==> config.mk <==
export PLATFORM = sky130hd
export DESIGN_NAME = adsr_envelope_sequencer_flat
export DESIGN_NICKNAME = d
export VERILOG_FILES = /design/src/hw/rtl/adsr_pkg.sv /design/src/hw/rtl/adsr_in_if.sv /design/src/hw/rtl/adsr_out_if.sv /design/src/hw/rtl/adsr_div.sv /design/src/hw/rtl/adsr_dpath.sv /design/src/hw/rtl/adsr_ctrl.sv /design/src/hw/rtl/adsr_envelope_sequencer.sv /design/src/flat_wrapper.sv
export SDC_FILE = /design/constraint.sdc
export NUM_CORES = 1
export LEC_CHECK = 0
export BUFFER_PORTS_ARGS = -buffer_cell sky130_fd_sc_hd__buf_2
export CAP_MARGIN = 20
export CELL_PAD_IN_SITES_DETAIL_PLACEMENT = 1
export CELL_PAD_IN_SITES_GLOBAL_PLACEMENT = 2
export CORE_ASPECT_RATIO = 0.5
export CORE_MARGIN = 4
export CORE_UTILIZATION = 38
export CTS_CLUSTER_SIZE = 30
export DETAILED_ROUTE_END_ITERATION = 6
export PLACE_DENSITY = 0.7
export SETUP_SLACK_MARGIN = 0.5
export SLEW_MARGIN = 10
export SYNTH_ARGS = -nofsm -noshare
export SYNTH_HDL_FRONTEND = slang
export SYNTH_SLANG_ARGS = --single-unit
==> constraint.sdc <==
create_clock -name i_clk -period 6.3 [get_ports i_clk]
set_input_delay 0.315 -clock i_clk [delete_from_list [all_inputs] [get_ports i_clk]]
set_output_delay 0.315 -clock i_clk [all_outputs]
set_load 0.02 [all_outputs]
==> src/hw/rtl/adsr_pkg.sv <==
`default_nettype none

package adsr_pkg;

    localparam int unsigned ENV_ENTRIES_DEF = 16;

    localparam int unsigned LEVEL_W    = 16;
    localparam int unsigned FRAC_W     = 16;
    localparam int unsigned FINE_W     = LEVEL_W + FRAC_W;
    localparam int unsigned ENTRY_W    = 2 * LEVEL_W;
    localparam int unsigned PHASE_W    = 3;
    localparam int unsigned ACTION_W   = 2;
    localparam int unsigned INDEX_W    = 4;
    localparam int unsigned SUSTAIN_W  = 15;
    localparam int unsigned CFG_IDX_W  = 2;
    localparam int unsigned CFG_DATA_W = 16;

    // pending request bits
    localparam int unsigned REQ_W       = 3;
    localparam int unsigned REQ_HANG    = 0;
    localparam int unsigned REQ_DECAY   = 1;
    localparam int unsigned REQ_RELEASE = 2;

    // serial divider: quotient bits retired per cycle
    localparam int unsigned DIV_STEPS  = 2;
    localparam int unsigned DIV_CYCLES = FINE_W / DIV_STEPS;
    localparam int unsigned DIV_CNT_W  = $clog2(DIV_CYCLES);

    // sustain hold count is sustain_level / 16
    localparam int unsigned HOLD_SHIFT = 4;

    localparam logic signed [LEVEL_W-1:0] RELEASE_FLOOR = LEVEL_W'(100);

    // delay words that act as commands
    localparam logic signed [LEVEL_W-1:0] DLY_OFF     = LEVEL_W'(0);
    localparam logic signed [LEVEL_W-1:0] DLY_HANG    = LEVEL_W'(-1);
    localparam logic signed [LEVEL_W-1:0] DLY_JUMP    = LEVEL_W'(-2);
    localparam logic signed [LEVEL_W-1:0] DLY_RESTART = LEVEL_W'(-3);

    typedef enum logic [3:0] {
        PH_OFF     = 4'd0,
        PH_INITIAL = 4'd1,
        PH_START   = 4'd2,
        PH_LOOP    = 4'd3,
        PH_FADE    = 4'd4,
        PH_HANG    = 4'd5,
        PH_DECAY   = 4'd6,
        PH_RELEASE = 4'd7,
        PH_SUSTAIN = 4'd8
    } t_phase;

    typedef enum logic [ACTION_W-1:0] {
        ACT_TICK  = 2'd0,
        ACT_WRITE = 2'd1,
        ACT_START = 2'd2,
        ACT_NOP   = 2'd3
    } t_action;

    typedef enum logic [CFG_IDX_W-1:0] {
        CFG_INITIAL_LEVEL = 2'd0,
        CFG_SUSTAIN_LEVEL = 2'd1,
        CFG_RELEASE_STEP  = 2'd2
    } t_cfg_reg;

    typedef enum logic [2:0] {
        S_IDLE,
        S_EXEC,
        S_LOAD,
        S_ENTRY,
        S_DIV,
        S_FADE,
        S_POST,
        S_DONE
    } t_state;

    typedef struct packed {
        logic wr_entry;
        logic start_env;
        logic take_req;
        logic exec;
        logic entry;
        logic div_fin;
        logic fade;
        logic post;
        logic load_out;
    } t_cmd;

    typedef struct packed {
        t_phase phase;
        logic   hang_pend;
        logic   ent_div;
        logic   div_jump;
        logic   div_done;
    } t_stat;

endpackage

`default_nettype wire

==> src/hw/rtl/adsr_in_if.sv <==
`default_nettype none

interface adsr_in_if;
    import adsr_pkg::*;

    logic                       valid;
    logic                       ready;
    logic [ACTION_W-1:0]        action;
    logic [INDEX_W-1:0]         entry_index;
    logic signed [LEVEL_W-1:0]  entry_delay;
    logic signed [LEVEL_W-1:0]  entry_arg;
    logic                       req_hang;
    logic                       req_decay;
    logic                       req_release;

    modport source (
        output valid, action, entry_index, entry_delay, entry_arg,
               req_hang, req_decay, req_release,
        input  ready
    );

    modport sink (
        input  valid, action, entry_index, entry_delay, entry_arg,
               req_hang, req_decay, req_release,
        output ready
    );

endinterface

`default_nettype wire

==> src/hw/rtl/adsr_out_if.sv <==
`default_nettype none

interface adsr_out_if;
    import adsr_pkg::*;

    logic                       valid;
    logic                       ready;
    logic signed [LEVEL_W-1:0]  level;
    logic [PHASE_W-1:0]         phase;
    logic                       in_sustain;
    logic                       is_off;

    modport source (
        output valid, level, phase, in_sustain, is_off,
        input  ready
    );

    modport sink (
        input  valid, level, phase, in_sustain, is_off,
        output ready
    );

endinterface

`default_nettype wire

==> src/hw/rtl/adsr_div.sv <==
`default_nettype none

// Signed 32 / 16 divider, truncating toward zero, two quotient bits a cycle.
// Remainder is the magnitude remainder (valid as is for a positive dividend).
module adsr_div (
    input  logic                                   i_clk,
    input  logic                                   i_rst_n,
    input  logic                                   i_start,
    input  logic signed [adsr_pkg::FINE_W-1:0]     i_dividend,
    input  logic signed [adsr_pkg::LEVEL_W-1:0]    i_divisor,
    output logic                                   o_done,
    output logic signed [adsr_pkg::FINE_W-1:0]     o_quot,
    output logic [adsr_pkg::LEVEL_W-1:0]           o_rem
);
    import adsr_pkg::*;

    logic [FINE_W-1:0]    r_q;
    logic [FINE_W-1:0]    n_q;
    logic [LEVEL_W-1:0]   r_rem;
    logic [LEVEL_W-1:0]   n_rem;
    logic [LEVEL_W-1:0]   r_dvs;
    logic                 r_neg;
    logic                 r_busy;
    logic                 r_done;
    logic [DIV_CNT_W-1:0] r_cnt;
    logic [LEVEL_W:0]     part;
    logic [LEVEL_W:0]     trial;

    // remainder stays below the divisor magnitude, so the shifted partial
    // fits LEVEL_W bits and the borrow of trial is exact
    always_comb begin
        n_q   = r_q;
        n_rem = r_rem;
        part  = '0;
        trial = '0;
        for (int k = 0; k < DIV_STEPS; k++) begin
            part  = {n_rem, n_q[FINE_W-1]};
            trial = part - {1'b0, r_dvs};
            n_q   = {n_q[FINE_W-2:0], ~trial[LEVEL_W]};
            n_rem = trial[LEVEL_W] ? part[LEVEL_W-1:0] : trial[LEVEL_W-1:0];
        end
    end

    always_ff @(posedge i_clk) begin
        if (!i_rst_n) begin
            r_busy <= 1'b0;
            r_done <= 1'b0;
            r_cnt  <= '0;
        end else begin
            r_done <= 1'b0;
            if (i_start) begin
                r_busy <= 1'b1;
                r_cnt  <= '0;
            end else if (r_busy) begin
                r_cnt <= r_cnt + 1'b1;
                if (r_cnt == DIV_CNT_W'(DIV_CYCLES - 1)) begin
                    r_busy <= 1'b0;
                    r_done <= 1'b1;
                end
            end
        end
    end

    always_ff @(posedge i_clk) begin
        if (i_start) begin
            r_q   <= i_dividend[FINE_W-1] ? -i_dividend : i_dividend;
            r_rem <= '0;
            r_dvs <= i_divisor[LEVEL_W-1] ? -i_divisor : i_divisor;
            r_neg <= i_dividend[FINE_W-1] ^ i_divisor[LEVEL_W-1];
        end else if (r_busy) begin
            r_q   <= n_q;
            r_rem <= n_rem;
        end
    end

    assign o_done = r_done;
    assign o_quot = r_neg ? -$signed(r_q) : $signed(r_q);
    assign o_rem  = r_rem;

endmodule

`default_nettype wire

==> src/hw/rtl/adsr_dpath.sv <==
`default_nettype none

module adsr_dpath #(
    parameter int unsigned ENV_ENTRIES = adsr_pkg::ENV_ENTRIES_DEF
) (
    input  logic                                  i_clk,
    input  logic                                  i_rst_n,
    input  adsr_pkg::t_cmd                        i_cmd,
    output adsr_pkg::t_stat                       o_stat,
    input  logic [adsr_pkg::INDEX_W-1:0]          i_entry_index,
    input  logic signed [adsr_pkg::LEVEL_W-1:0]   i_entry_delay,
    input  logic signed [adsr_pkg::LEVEL_W-1:0]   i_entry_arg,
    input  logic                                  i_req_hang,
    input  logic                                  i_req_decay,
    input  logic                                  i_req_release,
    input  logic                                  i_cfg_we,
    input  logic [adsr_pkg::CFG_IDX_W-1:0]        i_cfg_idx,
    input  logic [adsr_pkg::CFG_DATA_W-1:0]       i_cfg_data,
    output logic signed [adsr_pkg::LEVEL_W-1:0]   o_level,
    output logic [adsr_pkg::PHASE_W-1:0]          o_phase,
    output logic                                  o_in_sustain,
    output logic                                  o_is_off
);
    import adsr_pkg::*;

    localparam int unsigned PTR_W = $clog2(ENV_ENTRIES);

    // configuration
    logic signed [LEVEL_W-1:0] r_init_level;
    logic [SUSTAIN_W-1:0]      r_sustain;
    logic signed [LEVEL_W-1:0] r_rel_step;

    // envelope table, read data registered
    logic [ENTRY_W-1:0]        r_table [ENV_ENTRIES];
    logic [ENTRY_W-1:0]        r_rd;

    // envelope state
    t_phase                    r_phase,   n_phase;
    logic [REQ_W-1:0]          r_pend,    n_pend;
    logic [PTR_W-1:0]          r_ptr,     n_ptr;
    logic signed [LEVEL_W-1:0] r_tick,    n_tick;
    logic signed [LEVEL_W-1:0] r_level,   n_level;
    logic [FINE_W-1:0]         r_fine,    n_fine;
    logic [FINE_W-1:0]         r_slope,   n_slope;
    logic                      r_div_jump, n_div_jump;

    // result word
    logic signed [LEVEL_W-1:0] r_out_level;
    logic [PHASE_W-1:0]        r_out_phase;
    logic                      r_out_sus;
    logic                      r_out_off;

    logic signed [LEVEL_W-1:0] rd_delay;
    logic signed [LEVEL_W-1:0] rd_arg;
    logic signed [LEVEL_W-1:0] dec_lv;
    logic signed [LEVEL_W-1:0] tick_m1;
    logic signed [LEVEL_W-1:0] sus_lvl;
    logic [FINE_W-1:0]         fine_sum;
    logic [PTR_W-1:0]          ptr_inc;
    logic                      is_jump;
    logic                      ent_div;
    logic                      idx_ok;

    logic                      div_start;
    logic                      div_done;
    logic signed [FINE_W-1:0]  div_dividend;
    logic signed [LEVEL_W-1:0] div_divisor;
    logic signed [FINE_W-1:0]  div_quot;
    logic [LEVEL_W-1:0]        div_rem;

    assign rd_delay = r_rd[ENTRY_W-1:LEVEL_W];
    assign rd_arg   = r_rd[LEVEL_W-1:0];
    assign dec_lv   = r_level - r_rel_step;
    assign tick_m1  = r_tick - LEVEL_W'(1);
    assign sus_lvl  = $signed({1'b0, r_sustain});
    assign fine_sum = r_fine + r_slope;
    assign ptr_inc  = (r_ptr == PTR_W'(ENV_ENTRIES - 1)) ? '0 : r_ptr + 1'b1;
    assign idx_ok   = 32'(i_entry_index) < 32'(ENV_ENTRIES);

    assign is_jump  = (rd_delay == DLY_JUMP);
    assign ent_div  = !(rd_delay == DLY_OFF || rd_delay == DLY_HANG ||
                        rd_delay == DLY_RESTART);

    // jump target is arg mod depth; a ramp slope is (arg - level) << 16 / delay
    assign div_start    = i_cmd.entry && ent_div;
    assign div_dividend = is_jump
        ? $signed({{(FINE_W - LEVEL_W){1'b0}}, rd_arg})
        : $signed({LEVEL_W'(rd_arg - r_level), {FRAC_W{1'b0}}});
    assign div_divisor  = is_jump ? LEVEL_W'(ENV_ENTRIES) : rd_delay;

    adsr_div u_div (
        .i_clk      (i_clk),
        .i_rst_n    (i_rst_n),
        .i_start    (div_start),
        .i_dividend (div_dividend),
        .i_divisor  (div_divisor),
        .o_done     (div_done),
        .o_quot     (div_quot),
        .o_rem      (div_rem)
    );

    always_ff @(posedge i_clk) begin
        if (!i_rst_n) begin
            r_init_level <= '0;
            r_sustain    <= '0;
            r_rel_step   <= '0;
        end else if (i_cfg_we) begin
            case (t_cfg_reg'(i_cfg_idx))
                CFG_INITIAL_LEVEL: r_init_level <= i_cfg_data;
                CFG_SUSTAIN_LEVEL: r_sustain    <= i_cfg_data[SUSTAIN_W-1:0];
                CFG_RELEASE_STEP:  r_rel_step   <= i_cfg_data;
                default: ;
            endcase
        end
    end

    always_ff @(posedge i_clk) begin
        if (i_cmd.wr_entry && idx_ok) begin
            r_table[PTR_W'(i_entry_index)] <= {i_entry_delay, i_entry_arg};
        end
        r_rd <= r_table[r_ptr];
    end

    always_comb begin
        n_phase    = r_phase;
        n_pend     = r_pend;
        n_ptr      = r_ptr;
        n_tick     = r_tick;
        n_level    = r_level;
        n_fine     = r_fine;
        n_slope    = r_slope;
        n_div_jump = r_div_jump;

        if (i_cmd.take_req) begin
            n_pend = r_pend | {i_req_release, i_req_decay, i_req_hang};
        end

        if (i_cmd.start_env) begin
            n_phase = PH_INITIAL;
            n_pend  = '0;
            n_tick  = '0;
            n_slope = '0;
        end

        if (i_cmd.exec) begin
            case (r_phase)
                PH_INITIAL: begin
                    n_level = r_init_level;
                    if (r_pend[REQ_HANG]) begin
                        n_phase = PH_HANG;
                    end else begin
                        n_ptr   = '0;
                        n_fine  = {r_init_level, {FRAC_W{1'b0}}};
                        n_phase = PH_LOOP;
                    end
                end
                PH_START: begin
                    n_ptr   = '0;
                    n_fine  = {r_level, {FRAC_W{1'b0}}};
                    n_phase = PH_LOOP;
                end
                PH_DECAY, PH_RELEASE: begin
                    if (r_sustain != '0 && r_phase == PH_DECAY) begin
                        if (dec_lv < sus_lvl) begin
                            n_level = sus_lvl;
                            n_tick  = LEVEL_W'(r_sustain >> HOLD_SHIFT);
                            n_phase = PH_SUSTAIN;
                        end else begin
                            n_level = dec_lv;
                        end
                    end else if (dec_lv < RELEASE_FLOOR) begin
                        n_level = '0;
                        n_phase = PH_OFF;
                    end else begin
                        n_level = dec_lv;
                    end
                end
                PH_SUSTAIN: begin
                    n_tick = tick_m1;
                    if (tick_m1 == '0) begin
                        n_phase = PH_RELEASE;
                    end
                end
                default: ;
            endcase
        end

        if (i_cmd.entry) begin
            n_tick     = rd_delay;
            n_div_jump = is_jump;
            if (rd_delay == DLY_OFF) begin
                n_phase = PH_OFF;
            end else if (rd_delay == DLY_HANG) begin
                n_phase = PH_HANG;
            end else if (rd_delay == DLY_RESTART) begin
                n_phase = PH_INITIAL;
            end
        end

        if (i_cmd.div_fin) begin
            if (r_div_jump) begin
                n_ptr = div_rem[PTR_W-1:0];
            end else begin
                n_slope = div_quot;
                n_phase = PH_FADE;
                n_ptr   = ptr_inc;
            end
        end

        if (i_cmd.fade) begin
            n_fine  = fine_sum;
            n_level = fine_sum[FINE_W-1:FRAC_W];
            n_tick  = tick_m1;
            if (tick_m1[LEVEL_W-1] || tick_m1 == '0) begin
                n_phase = PH_LOOP;
            end
        end

        // release wins over decay and drops both requests
        if (i_cmd.post) begin
            if (r_pend[REQ_RELEASE]) begin
                n_phase                = PH_RELEASE;
                n_pend[REQ_RELEASE]    = 1'b0;
                n_pend[REQ_DECAY]      = 1'b0;
            end else if (r_pend[REQ_DECAY]) begin
                n_phase                = PH_DECAY;
                n_pend[REQ_DECAY]      = 1'b0;
            end
        end
    end

    always_ff @(posedge i_clk) begin
        if (!i_rst_n) begin
            r_phase    <= PH_OFF;
            r_pend     <= '0;
            r_ptr      <= '0;
            r_tick     <= '0;
            r_level    <= '0;
            r_fine     <= '0;
            r_slope    <= '0;
            r_div_jump <= 1'b0;
        end else begin
            r_phase    <= n_phase;
            r_pend     <= n_pend;
            r_ptr      <= n_ptr;
            r_tick     <= n_tick;
            r_level    <= n_level;
            r_fine     <= n_fine;
            r_slope    <= n_slope;
            r_div_jump <= n_div_jump;
        end
    end

    always_ff @(posedge i_clk) begin
        if (i_cmd.load_out) begin
            r_out_level <= r_level;
            r_out_phase <= (r_phase == PH_SUSTAIN) ? PHASE_W'(PH_RELEASE)
                                                   : PHASE_W'(r_phase);
            r_out_sus   <= (r_phase == PH_SUSTAIN);
            r_out_off   <= (r_phase == PH_OFF);
        end
    end

    always_comb begin
        o_stat.phase     = r_phase;
        o_stat.hang_pend = r_pend[REQ_HANG];
        o_stat.ent_div   = ent_div;
        o_stat.div_jump  = r_div_jump;
        o_stat.div_done  = div_done;
    end

    assign o_level      = r_out_level;
    assign o_phase      = r_out_phase;
    assign o_in_sustain = r_out_sus;
    assign o_is_off     = r_out_off;

endmodule

`default_nettype wire

==> src/hw/rtl/adsr_ctrl.sv <==
`default_nettype none

module adsr_ctrl (
    input  logic                           i_clk,
    input  logic                           i_rst_n,
    input  logic                           i_in_valid,
    output logic                           o_in_ready,
    input  logic [adsr_pkg::ACTION_W-1:0]  i_action,
    output logic                           o_out_valid,
    input  logic                           i_out_ready,
    output adsr_pkg::t_cmd                 o_cmd,
    input  adsr_pkg::t_stat                i_stat
);
    import adsr_pkg::*;

    t_state r_state, n_state;
    logic   r_out_valid, n_out_valid;

    always_ff @(posedge i_clk) begin
        if (!i_rst_n) begin
            r_state     <= S_IDLE;
            r_out_valid <= 1'b0;
        end else begin
            r_state     <= n_state;
            r_out_valid <= n_out_valid;
        end
    end

    always_comb begin
        n_state     = r_state;
        n_out_valid = r_out_valid;
        o_cmd       = '0;

        if (r_out_valid && i_out_ready) begin
            n_out_valid = 1'b0;
        end

        case (r_state)
            S_IDLE: begin
                if (i_in_valid) begin
                    case (t_action'(i_action))
                        ACT_TICK: begin
                            o_cmd.take_req = 1'b1;
                            n_state        = S_EXEC;
                        end
                        ACT_WRITE: begin
                            o_cmd.wr_entry = 1'b1;
                            n_state        = S_DONE;
                        end
                        ACT_START: begin
                            o_cmd.start_env = 1'b1;
                            n_state         = S_DONE;
                        end
                        default: n_state = S_DONE;
                    endcase
                end
            end
            S_EXEC: begin
                o_cmd.exec = 1'b1;
                // a disabled envelope skips the request handling too
                if (i_stat.phase == PH_OFF) begin
                    n_state = S_DONE;
                end else if (i_stat.phase == PH_INITIAL && i_stat.hang_pend) begin
                    n_state = S_POST;
                end else if (i_stat.phase inside {PH_INITIAL, PH_START, PH_LOOP}) begin
                    n_state = S_LOAD;
                end else if (i_stat.phase == PH_FADE) begin
                    n_state = S_FADE;
                end else begin
                    n_state = S_POST;
                end
            end
            S_LOAD: begin
                n_state = S_ENTRY;
            end
            S_ENTRY: begin
                o_cmd.entry = 1'b1;
                n_state     = i_stat.ent_div ? S_DIV : S_POST;
            end
            S_DIV: begin
                if (i_stat.div_done) begin
                    o_cmd.div_fin = 1'b1;
                    n_state       = i_stat.div_jump ? S_POST : S_FADE;
                end
            end
            S_FADE: begin
                o_cmd.fade = 1'b1;
                n_state    = S_POST;
            end
            S_POST: begin
                o_cmd.post = 1'b1;
                n_state    = S_DONE;
            end
            S_DONE: begin
                if (!r_out_valid || i_out_ready) begin
                    o_cmd.load_out = 1'b1;
                    n_out_valid    = 1'b1;
                    n_state        = S_IDLE;
                end
            end
            default: n_state = S_IDLE;
        endcase
    end

    assign o_in_ready  = (r_state == S_IDLE);
    assign o_out_valid = r_out_valid;

endmodule

`default_nettype wire

==> src/hw/rtl/adsr_envelope_sequencer.sv <==
// Write, start, no-op and disabled-tick words go straight to the result register;
// other ticks add request handling, preceded by a ramp step (fade) or, for a new table
// entry, by load, decode and, for a ramp or jump, the serial divider (2 bits/cycle).
// One word in flight; the next word is taken the cycle after its result is
// registered, while that result may still wait on the output.
// Reset (synchronous, active low): envelope off, level and counters zero.
`default_nettype none

module adsr_envelope_sequencer #(
    parameter int unsigned ENV_ENTRIES = adsr_pkg::ENV_ENTRIES_DEF
) (
    input  logic                              i_clk,
    input  logic                              i_rst_n,
    adsr_in_if.sink                           i_in,
    adsr_out_if.source                        o_out,
    input  logic                              i_cfg_we,
    input  logic [adsr_pkg::CFG_IDX_W-1:0]    i_cfg_idx,
    input  logic [adsr_pkg::CFG_DATA_W-1:0]   i_cfg_data
);
    import adsr_pkg::*;

    t_cmd  s_cmd;
    t_stat s_stat;

    adsr_ctrl u_ctrl (
        .i_clk       (i_clk),
        .i_rst_n     (i_rst_n),
        .i_in_valid  (i_in.valid),
        .o_in_ready  (i_in.ready),
        .i_action    (i_in.action),
        .o_out_valid (o_out.valid),
        .i_out_ready (o_out.ready),
        .o_cmd       (s_cmd),
        .i_stat      (s_stat)
    );

    adsr_dpath #(
        .ENV_ENTRIES (ENV_ENTRIES)
    ) u_dpath (
        .i_clk         (i_clk),
        .i_rst_n       (i_rst_n),
        .i_cmd         (s_cmd),
        .o_stat        (s_stat),
        .i_entry_index (i_in.entry_index),
        .i_entry_delay (i_in.entry_delay),
        .i_entry_arg   (i_in.entry_arg),
        .i_req_hang    (i_in.req_hang),
        .i_req_decay   (i_in.req_decay),
        .i_req_release (i_in.req_release),
        .i_cfg_we      (i_cfg_we),
        .i_cfg_idx     (i_cfg_idx),
        .i_cfg_data    (i_cfg_data),
        .o_level       (o_out.level),
        .o_phase       (o_out.phase),
        .o_in_sustain  (o_out.in_sustain),
        .o_is_off      (o_out.is_off)
    );

    a_busy_after_accept: assert property (@(posedge i_clk) disable iff (!i_rst_n)
        i_in.valid && i_in.ready |=> !i_in.ready)
        else $error("input still ready right after a word was taken");

    a_no_overwrite: assert property (@(posedge i_clk) disable iff (!i_rst_n)
        s_cmd.load_out |-> !o_out.valid || o_out.ready)
        else $error("result register loaded over a pending word");

    a_fade_in_fade: assert property (@(posedge i_clk) disable iff (!i_rst_n)
        s_cmd.fade |-> s_stat.phase == PH_FADE)
        else $error("ramp step issued outside the fade phase");

    a_off_fields: assert property (@(posedge i_clk) disable iff (!i_rst_n)
        o_out.valid && o_out.is_off |-> o_out.phase == PHASE_W'(PH_OFF) && !o_out.in_sustain)
        else $error("disabled result carries a live phase");

endmodule

`default_nettype wire

==> src/flat_wrapper.sv <==
// flat-port wrapper written by rule: the top's interface ports become plain ports
module adsr_envelope_sequencer_flat import adsr_pkg::*;
#(
    parameter int unsigned ENV_ENTRIES = adsr_pkg::ENV_ENTRIES_DEF
)
  (i_clk, i_rst_n, i_cfg_we, i_cfg_idx, i_cfg_data, i_in_valid, i_in_action, i_in_entry_index, i_in_entry_delay, i_in_entry_arg, i_in_req_hang, i_in_req_decay, i_in_req_release, i_in_ready, o_out_valid, o_out_level, o_out_phase, o_out_in_sustain, o_out_is_off, o_out_ready);
  adsr_in_if i_in_i ();
  adsr_out_if o_out_i ();
  input  logic i_clk;
  input  logic i_rst_n;
  input  logic i_cfg_we;
  input  logic [adsr_pkg::CFG_IDX_W-1:0] i_cfg_idx;
  input  logic [adsr_pkg::CFG_DATA_W-1:0] i_cfg_data;
  input wire logic [$bits(i_in_i.valid)-1:0] i_in_valid;
  input wire logic [$bits(i_in_i.action)-1:0] i_in_action;
  input wire logic [$bits(i_in_i.entry_index)-1:0] i_in_entry_index;
  input wire logic [$bits(i_in_i.entry_delay)-1:0] i_in_entry_delay;
  input wire logic [$bits(i_in_i.entry_arg)-1:0] i_in_entry_arg;
  input wire logic [$bits(i_in_i.req_hang)-1:0] i_in_req_hang;
  input wire logic [$bits(i_in_i.req_decay)-1:0] i_in_req_decay;
  input wire logic [$bits(i_in_i.req_release)-1:0] i_in_req_release;
  output wire logic [$bits(i_in_i.ready)-1:0] i_in_ready;
  output wire logic [$bits(o_out_i.valid)-1:0] o_out_valid;
  output wire logic [$bits(o_out_i.level)-1:0] o_out_level;
  output wire logic [$bits(o_out_i.phase)-1:0] o_out_phase;
  output wire logic [$bits(o_out_i.in_sustain)-1:0] o_out_in_sustain;
  output wire logic [$bits(o_out_i.is_off)-1:0] o_out_is_off;
  input wire logic [$bits(o_out_i.ready)-1:0] o_out_ready;
  assign i_in_i.valid = i_in_valid;
  assign i_in_i.action = i_in_action;
  assign i_in_i.entry_index = i_in_entry_index;
  assign i_in_i.entry_delay = i_in_entry_delay;
  assign i_in_i.entry_arg = i_in_entry_arg;
  assign i_in_i.req_hang = i_in_req_hang;
  assign i_in_i.req_decay = i_in_req_decay;
  assign i_in_i.req_release = i_in_req_release;
  assign i_in_ready = i_in_i.ready;
  assign o_out_valid = o_out_i.valid;
  assign o_out_level = o_out_i.level;
  assign o_out_phase = o_out_i.phase;
  assign o_out_in_sustain = o_out_i.in_sustain;
  assign o_out_is_off = o_out_i.is_off;
  assign o_out_i.ready = o_out_ready;
  adsr_envelope_sequencer #(.ENV_ENTRIES(ENV_ENTRIES)) u_core (.i_clk(i_clk), .i_rst_n(i_rst_n), .i_in(i_in_i), .o_out(o_out_i), .i_cfg_we(i_cfg_we), .i_cfg_idx(i_cfg_idx), .i_cfg_data(i_cfg_data));
endmodule
# Yosys cells after proc, flatten, opt, wreduce, memory -nomap -nowiden
# Memory sizes are Yosys's and may differ from the RTL's. A register that Yosys moved wholly into a read port is not among the register bits.
# Index checks and enable logic that the tools add are counted.
# classes
n_addsub,11
order_cmp,2
n_eq_ne,28
n_mux,93
bitwise,6
reduce_logical,35
# ops
cell,count
32-bit 2-to-1 mux,11
16-bit 2-to-1 mux,14
4-bit 2-to-1 mux,22
32-bit negation,2
16-bit one-hot mux with 2 select lines,2
32-bit one-hot mux with 2 select lines,1
3-bit 2-to-1 mux,12
17-bit by 16-bit subtractor with 17-bit output,2
32-bit adder,1
16-bit zero test,2
16-bit subtractor,2
3-bit one-hot mux with 8 select lines,1
1-bit 2-to-1 mux,23
"16-bit by 1-bit equality test with 1-bit output, second input constant",1
"16-bit by 2-bit equality test with 1-bit output, second input constant",1
"16-bit by 3-bit equality test with 1-bit output, second input constant",1
16-bit < comparator,1
"16-bit by 8-bit < comparator with 1-bit output, second input constant",1
16-bit negation,1
4-bit one-hot mux with 4 select lines,1
"16-bit by 2-bit subtractor with 16-bit output, second input constant",1
15-bit 2-to-1 mux,1
15-bit nonzero test,1
"3-bit equality test, second input constant",4
other kinds (28),66
# totals
regBits,251
ram_bits,512
in_bits,64
wordCells,202
mem_count,1
# memory_table
memory,words,width,rd,rd_clocked_by_memory_dff,write_ports,line_no,rtl
u_core.u_dpath.r_table,16,32,1,1,1,adsr_dpath.sv:34,logic [ENTRY_W-1:0] r_table [ENV_ENTRIES];

# Depth between registers and ports, before layout
# depth
depth_word,20
ltp_mapped,26

# Cells and area by module
# Synthesis repeated with hierarchy kept, for this count alone.
# hier_totals
cells_unflattened,3059
area_unflattened_um2,38268.0
# by_module_without_submodules
module,instances,cells_per_inst,area_per_inst_um2,seq_area_each_um2
adsr_dpath,1,2302,31685.4,19748.9
adsr_div,1,707,6211.0,1911.8
adsr_ctrl,1,50,371.6,80.1

# Worst setup path after synthesis
# No wires, ideal clock.
# synth_timing
path_type,register to register
start,register u_core.u_dpath.u_div.r_q[31]
end,"register u_core.u_dpath.u_div.r_rem[10], in the netlist u_core.u_dpath.u_div.o_rem[10]"
setup_ns,0.132
t_arrival_ns,5.410
t_required_ns,6.168
slack_ns,0.757
path_stages_with_launch,23
n_path_buf,3
path_cell_list,edfxtp_1 > inv_1 > ha_1 > inv_1 > fa_1 > a211oi_1 > o211a_1 > o31ai_1 > a221o_1 > nor3_1 > clkbuf_1 > clkbuf_1 > o21ai_0 > ha_1 > or4_1 > o221a_2 > nor2b_1 > o31ai_1 > o41ai_1 > xnor2_2 > buf_2 > mux2i_1 > a21oi_1
# synth_via
elab_chain_cells,4
# synth_lines
element,line_no,rtl
from (decl),adsr_div.sv:17,logic [FINE_W-1:0] r_q;
from (signal assigned),adsr_div.sv:66,r_q <= i_dividend[FINE_W-1] ? -i_dividend : i_dividend;
from (signal assigned),adsr_div.sv:71,r_q <= n_q;
17-bit by 16-bit subtractor with 17-bit output,adsr_div.sv:38,"trial = part - {1'b0, r_dvs};"
16-bit 2-to-1 mux *,adsr_div.sv:40,n_rem = trial[LEVEL_W] ? part[LEVEL_W-1:0] : trial[LEVEL_W-1:0];
17-bit by 16-bit subtractor with 17-bit output,adsr_div.sv:38,
16-bit 2-to-1 mux *,adsr_div.sv:40,
to (signal assigned),adsr_div.sv:72,r_rem <= n_rem;
to (decl),adsr_div.sv:19,logic [LEVEL_W-1:0] r_rem;
# Mark *: on every way between the ends. The rest lies on a longest branch, timed or not.
# A chain may end at the register's enable or synchronous reset.

# Final worst setup path
# layout_timing
start,register u_core.u_dpath.u_div.r_q[31]
end,"register u_core.u_dpath.u_div.r_rem[1], in the netlist u_core.u_dpath.u_div.o_rem[1]"
# The elaborated chain is that of the path after synthesis.

==> results.py <==
metrics = {
    "outcome": {
        "status": "completed",
    },
    "worst_setup_path": {
        "startpoint": "u_core.u_dpath.u_div.r_q[31]$_DFFE_PP_",
        "worstPathRequired_ps": 6900,
        "critPathSlowestCell": "edfxtp_1",
        "rr_worst_depth": 23,
        "end_kind": "register",
        "critPathKind": "reg -> reg",
        "crit_cells": 23,
        "crit_family": "compound AO/OA/AOI/OAI gates",
        "cp_slowest_stage_delay_ps": 410,
        "worstPathCellList": "inv_1, ha_1, inv_1, fa_2, a211oi_4, o211a_1, o31ai_2, a221o_1, nor3_4, buf_4, mux2_2, ha_1, nor2b_1, o21ai_1, a21boi_2, o221a_2, nor2b_1, o31ai_1, o41ai_2, xnor2_2, buf_6, mux2_2, a21oi_1",
        "r2r_start": "u_core.u_dpath.u_div.r_q[31]$_DFFE_PP_",
        "crit_path_max_fanout": 8,
        "start_kind": "register",
        "arrival_ps": 6150,
        "worst-path-buf-inv": 4,
    },
    "logic_synthesis": {
        "synth-seq-cells": 795,
        "syn_inst": 2911,
        "synth_top_family_by_area": "compound AO/OA/AOI/OAI gates",
        "synth.area.top_cells": "edfxtp_1, dfxtp_1, mux4_2",
        "yosysTopAreaCellShare": 0.470,
        "yosysTopAreaCell": "edfxtp_1",
        "yosys-mux-area-fraction": 0.107,
        "yosys_warnings": 0,
        "synth_nets": 3096,
        "synth_compound_area_frac": 0.112,
        "ys_async_sr_fraction": 0,
        "avgSynthCellArea_um2": 12.8,
        "yosys.area_share.adder": 0.0417,
        "synth_xor_area_frac": 0.0353,
        "synth_ff_type": "edfxtp_1",
        "synth_cell_types": 80,
        "synth_seq_area_share": 0.585,
        "synthSimpleGateAreaFrac": 0.0942,
        "synth_area_um2": 37200,
        "synth_edf_count": 582,
    },
    "final_layout": {
        "fill_cells": 9900,
        "drive_gt1_frac": 0.163,
        "postLayoutCellArea_um2": 42600,
        "final_nets": 3233,
        "layout_commonest_cell": "edfxtp_1",
        "syn2layout_area_growth_pct": 14.7,
        "multi_input_area_um2": 14700,
        "area.sequential_um2": 21800,
        "mostFrequentLayoutCells": "edfxtp_1, nand2_1, dfxtp_1",
    },
    "routing": {
        "drc_errors": 0,
        "postRouteAntennaNets": 0,
        "drtPass1Iterations": 5,
        "vias": 24700,
        "wirelength_mm": 106,
        "dr.first_iter.drc_count": 1843,
        "via_per_inst": 5.58,
        "wl_per_cell_um": 24.0,
    },
    "global_route": {
        "antenna_found_initial": 4,
        "grt_max_degree": 99,
        "grt_pass1_vias": 25500,
        "grt_pass1_wl_mm": 162,
        "grt_overflow": 0,
        "grt_usage": 0.205,
    },
    "timing": {
        "fin_ws_ps": 750,
        "setup_viol": 0,
        "skew_ps": 40.1,
        "rsz0062_at_grt": "no",
        "drv_slew": 0,
        "worst-slew-pin-transition_ps": 1060,
        "clock.fmax_mhz": 180,
        "relSlewSlack": 0.289,
        "finalCritPeriodShare": 0.881,
        "period_needed_ps": 5550,
        "hold_viol_final": 0,
    },
    "clocking": {
        "cts_tree": "built",
        "cts_root_buffer": "clkbuf_16",
        "cts_buffers": 77,
        "clk_latency_ps": 700,
        "clk_pin_slew_ps": 70,
        "cts.htree.levels": 3,
        "cts.sinks": 795,
        "cts_buffer_depth": 3,
    },
    "floorplan": {
        "die_h_um": 229,
        "ios": 87,
        "die_x_um": 450,
        "core_um2": 96200,
        "start_util": 0.386,
        "die_area_um2": 103000,
        "rows": 80,
    },
    "power": {
        "p_leak_nw": 14.4,
        "p_per_area_nw_per_um2": 395,
        "peakVddDrop_mv": 0.290,
    },
    "hold_path": {
        "hold_path_class": "in -> reg",
        "min_from": "i_cfg_idx[0]",
        "hold_depth": 4,
    },
    "place": {
        "place_ws_ps": -164,
        "gp_congestion": 0.841,
        "io_buffers": 86,
        "dp_hpwl_mm": 69.7,
        "placed_cell_area_um2": 39300,
    },
    "run": {
        "maxCapViolCount": 0,
    },
}
## where the power goes
part           internal, mW  switching (mW)
clock                  2.66            2.14
combinational          2.44            3.36
sequential             5.92           0.296
## path summary, 6_finish.rpt
kind,endpoint,slack [ps]
worst min register to register,u_core.u_dpath.r_rel_step[6]$_SDFFE_PN0P_,460
worst min-delay path,u_core.u_dpath.r_init_level[4]$_SDFFE_PN0P_,30
worst max register to register,u_core.u_dpath.u_div.o_rem[1]$_SDFFE_PP0P_,750
worst max-delay path,u_core.u_dpath.u_div.o_rem[1]$_SDFFE_PP0P_,750
## synth_stat cells (39+ instances only)
master / number
edfxtp_1: 582
nand2_1: 252
dfxtp_1: 213
a21oi_1: 204
nor2_1: 190
mux4_2: 160
o21ai_0: 149
clkbuf_1: 127
ha_1: 116
xnor2_1: 107
inv_1: 90
nor3_1: 58
nand3_1: 56
xor2_1: 41
a21o_1: 39
## registers in the layout (all words and copies together) (netlist names), 4 cells and up
signal	flops
u_core.u_dpath.o_level	16
u_core.u_dpath.r_fine	32
u_core.u_dpath.r_init_level	16
u_core.u_dpath.r_level	16
u_core.u_dpath.r_phase	4
u_core.u_dpath.r_ptr	4
u_core.u_dpath.r_rd	32
u_core.u_dpath.r_rel_step	16
u_core.u_dpath.r_slope	32
u_core.u_dpath.r_sustain	15
u_core.u_dpath.r_table	512
u_core.u_dpath.r_tick	16
u_core.u_dpath.u_div.o_rem	16
u_core.u_dpath.u_div.r_cnt	4
u_core.u_dpath.u_div.r_dvs	16
u_core.u_dpath.u_div.r_q	32
## through the flow
step	instances	TNS, ps	hold slack [ps]	util	power, mW
after floorplan	2911	0	414	-	10.2
after global placement	4219	-30.3	444	0.409	11.7
after detailed placement	4219	-1460	448	0.409	11.8
after CTS	4416	0	10.0	0.442	16.8
after global routing	4420	0	19.9	0.443	17.9
final	4421	0	26.9	0.443	16.8
## worst reg2reg max path: stages, from the launching register on
cell and delay (ps):
edfxtp_1 410, inv_1 110, ha_1 180, inv_1 70, fa_2 390, a211oi_4 270
o211a_1 220, o31ai_2 130, a221o_1 350, nor3_4 160, buf_4 170, mux2_2 350
ha_1 330, nor2b_1 150, o21ai_1 220, a21boi_2 130, o221a_2 280, nor2b_1 160
o31ai_1 130, o41ai_2 400, xnor2_2 180, buf_6 160, mux2_2 330, a21oi_1 160
## logic make-up (layout without fill, tap and decap cells)
kind of cell             Yosys count  count (layout)
AND/OR/NAND/NOR                  745             745
buffers and inverters            245             442
flip-flops                       795             795
AO/OA/AOI/OAI                    660             660
other                              0               1
adder cells (fa/ha/maj)          121             121
XOR/XNOR                         149             149
multiplexers                     196             196
## layer usage
metal / up-vias / wire length [um] / global-route usage
li1: 11400 / - / -
met1: 12700 / 49600 / 0.288
met2: 475 / 50100 / 0.336
met3: 131 / 4560 / 0.0337
met4: 2 / 1990 / 0.0455
met5: - / 7 / 0
## area by class of cell
| cell class | count | share of cell area |
|---|---|---|
| clock inverters | 42 | 0.0127 |
| flip-flops and latches | 795 | 0.510 |
| diodes | 1 | 0.0000587 |
| clock buffers | 97 | 0.0486 |
| inverters | 93 | 0.00825 |
| multi-input cells | 1871 | 0.346 |
| repair buffers | 210 | 0.0358 |
| well taps | 1312 | 0.0385 |
## repair_timing
action / in CTS / in global routing
buffers inserted: 6 / 2
hold buffers: 52 / 0
resized for setup: 3 / 16
cloned: 0 / 0
endpoints found under the hold margin: 510 / 0
pin swaps: 2 / 4
endpoints found under the setup margin: 17 / 52
No activity file was read; power rests on OpenSTA's default activity.
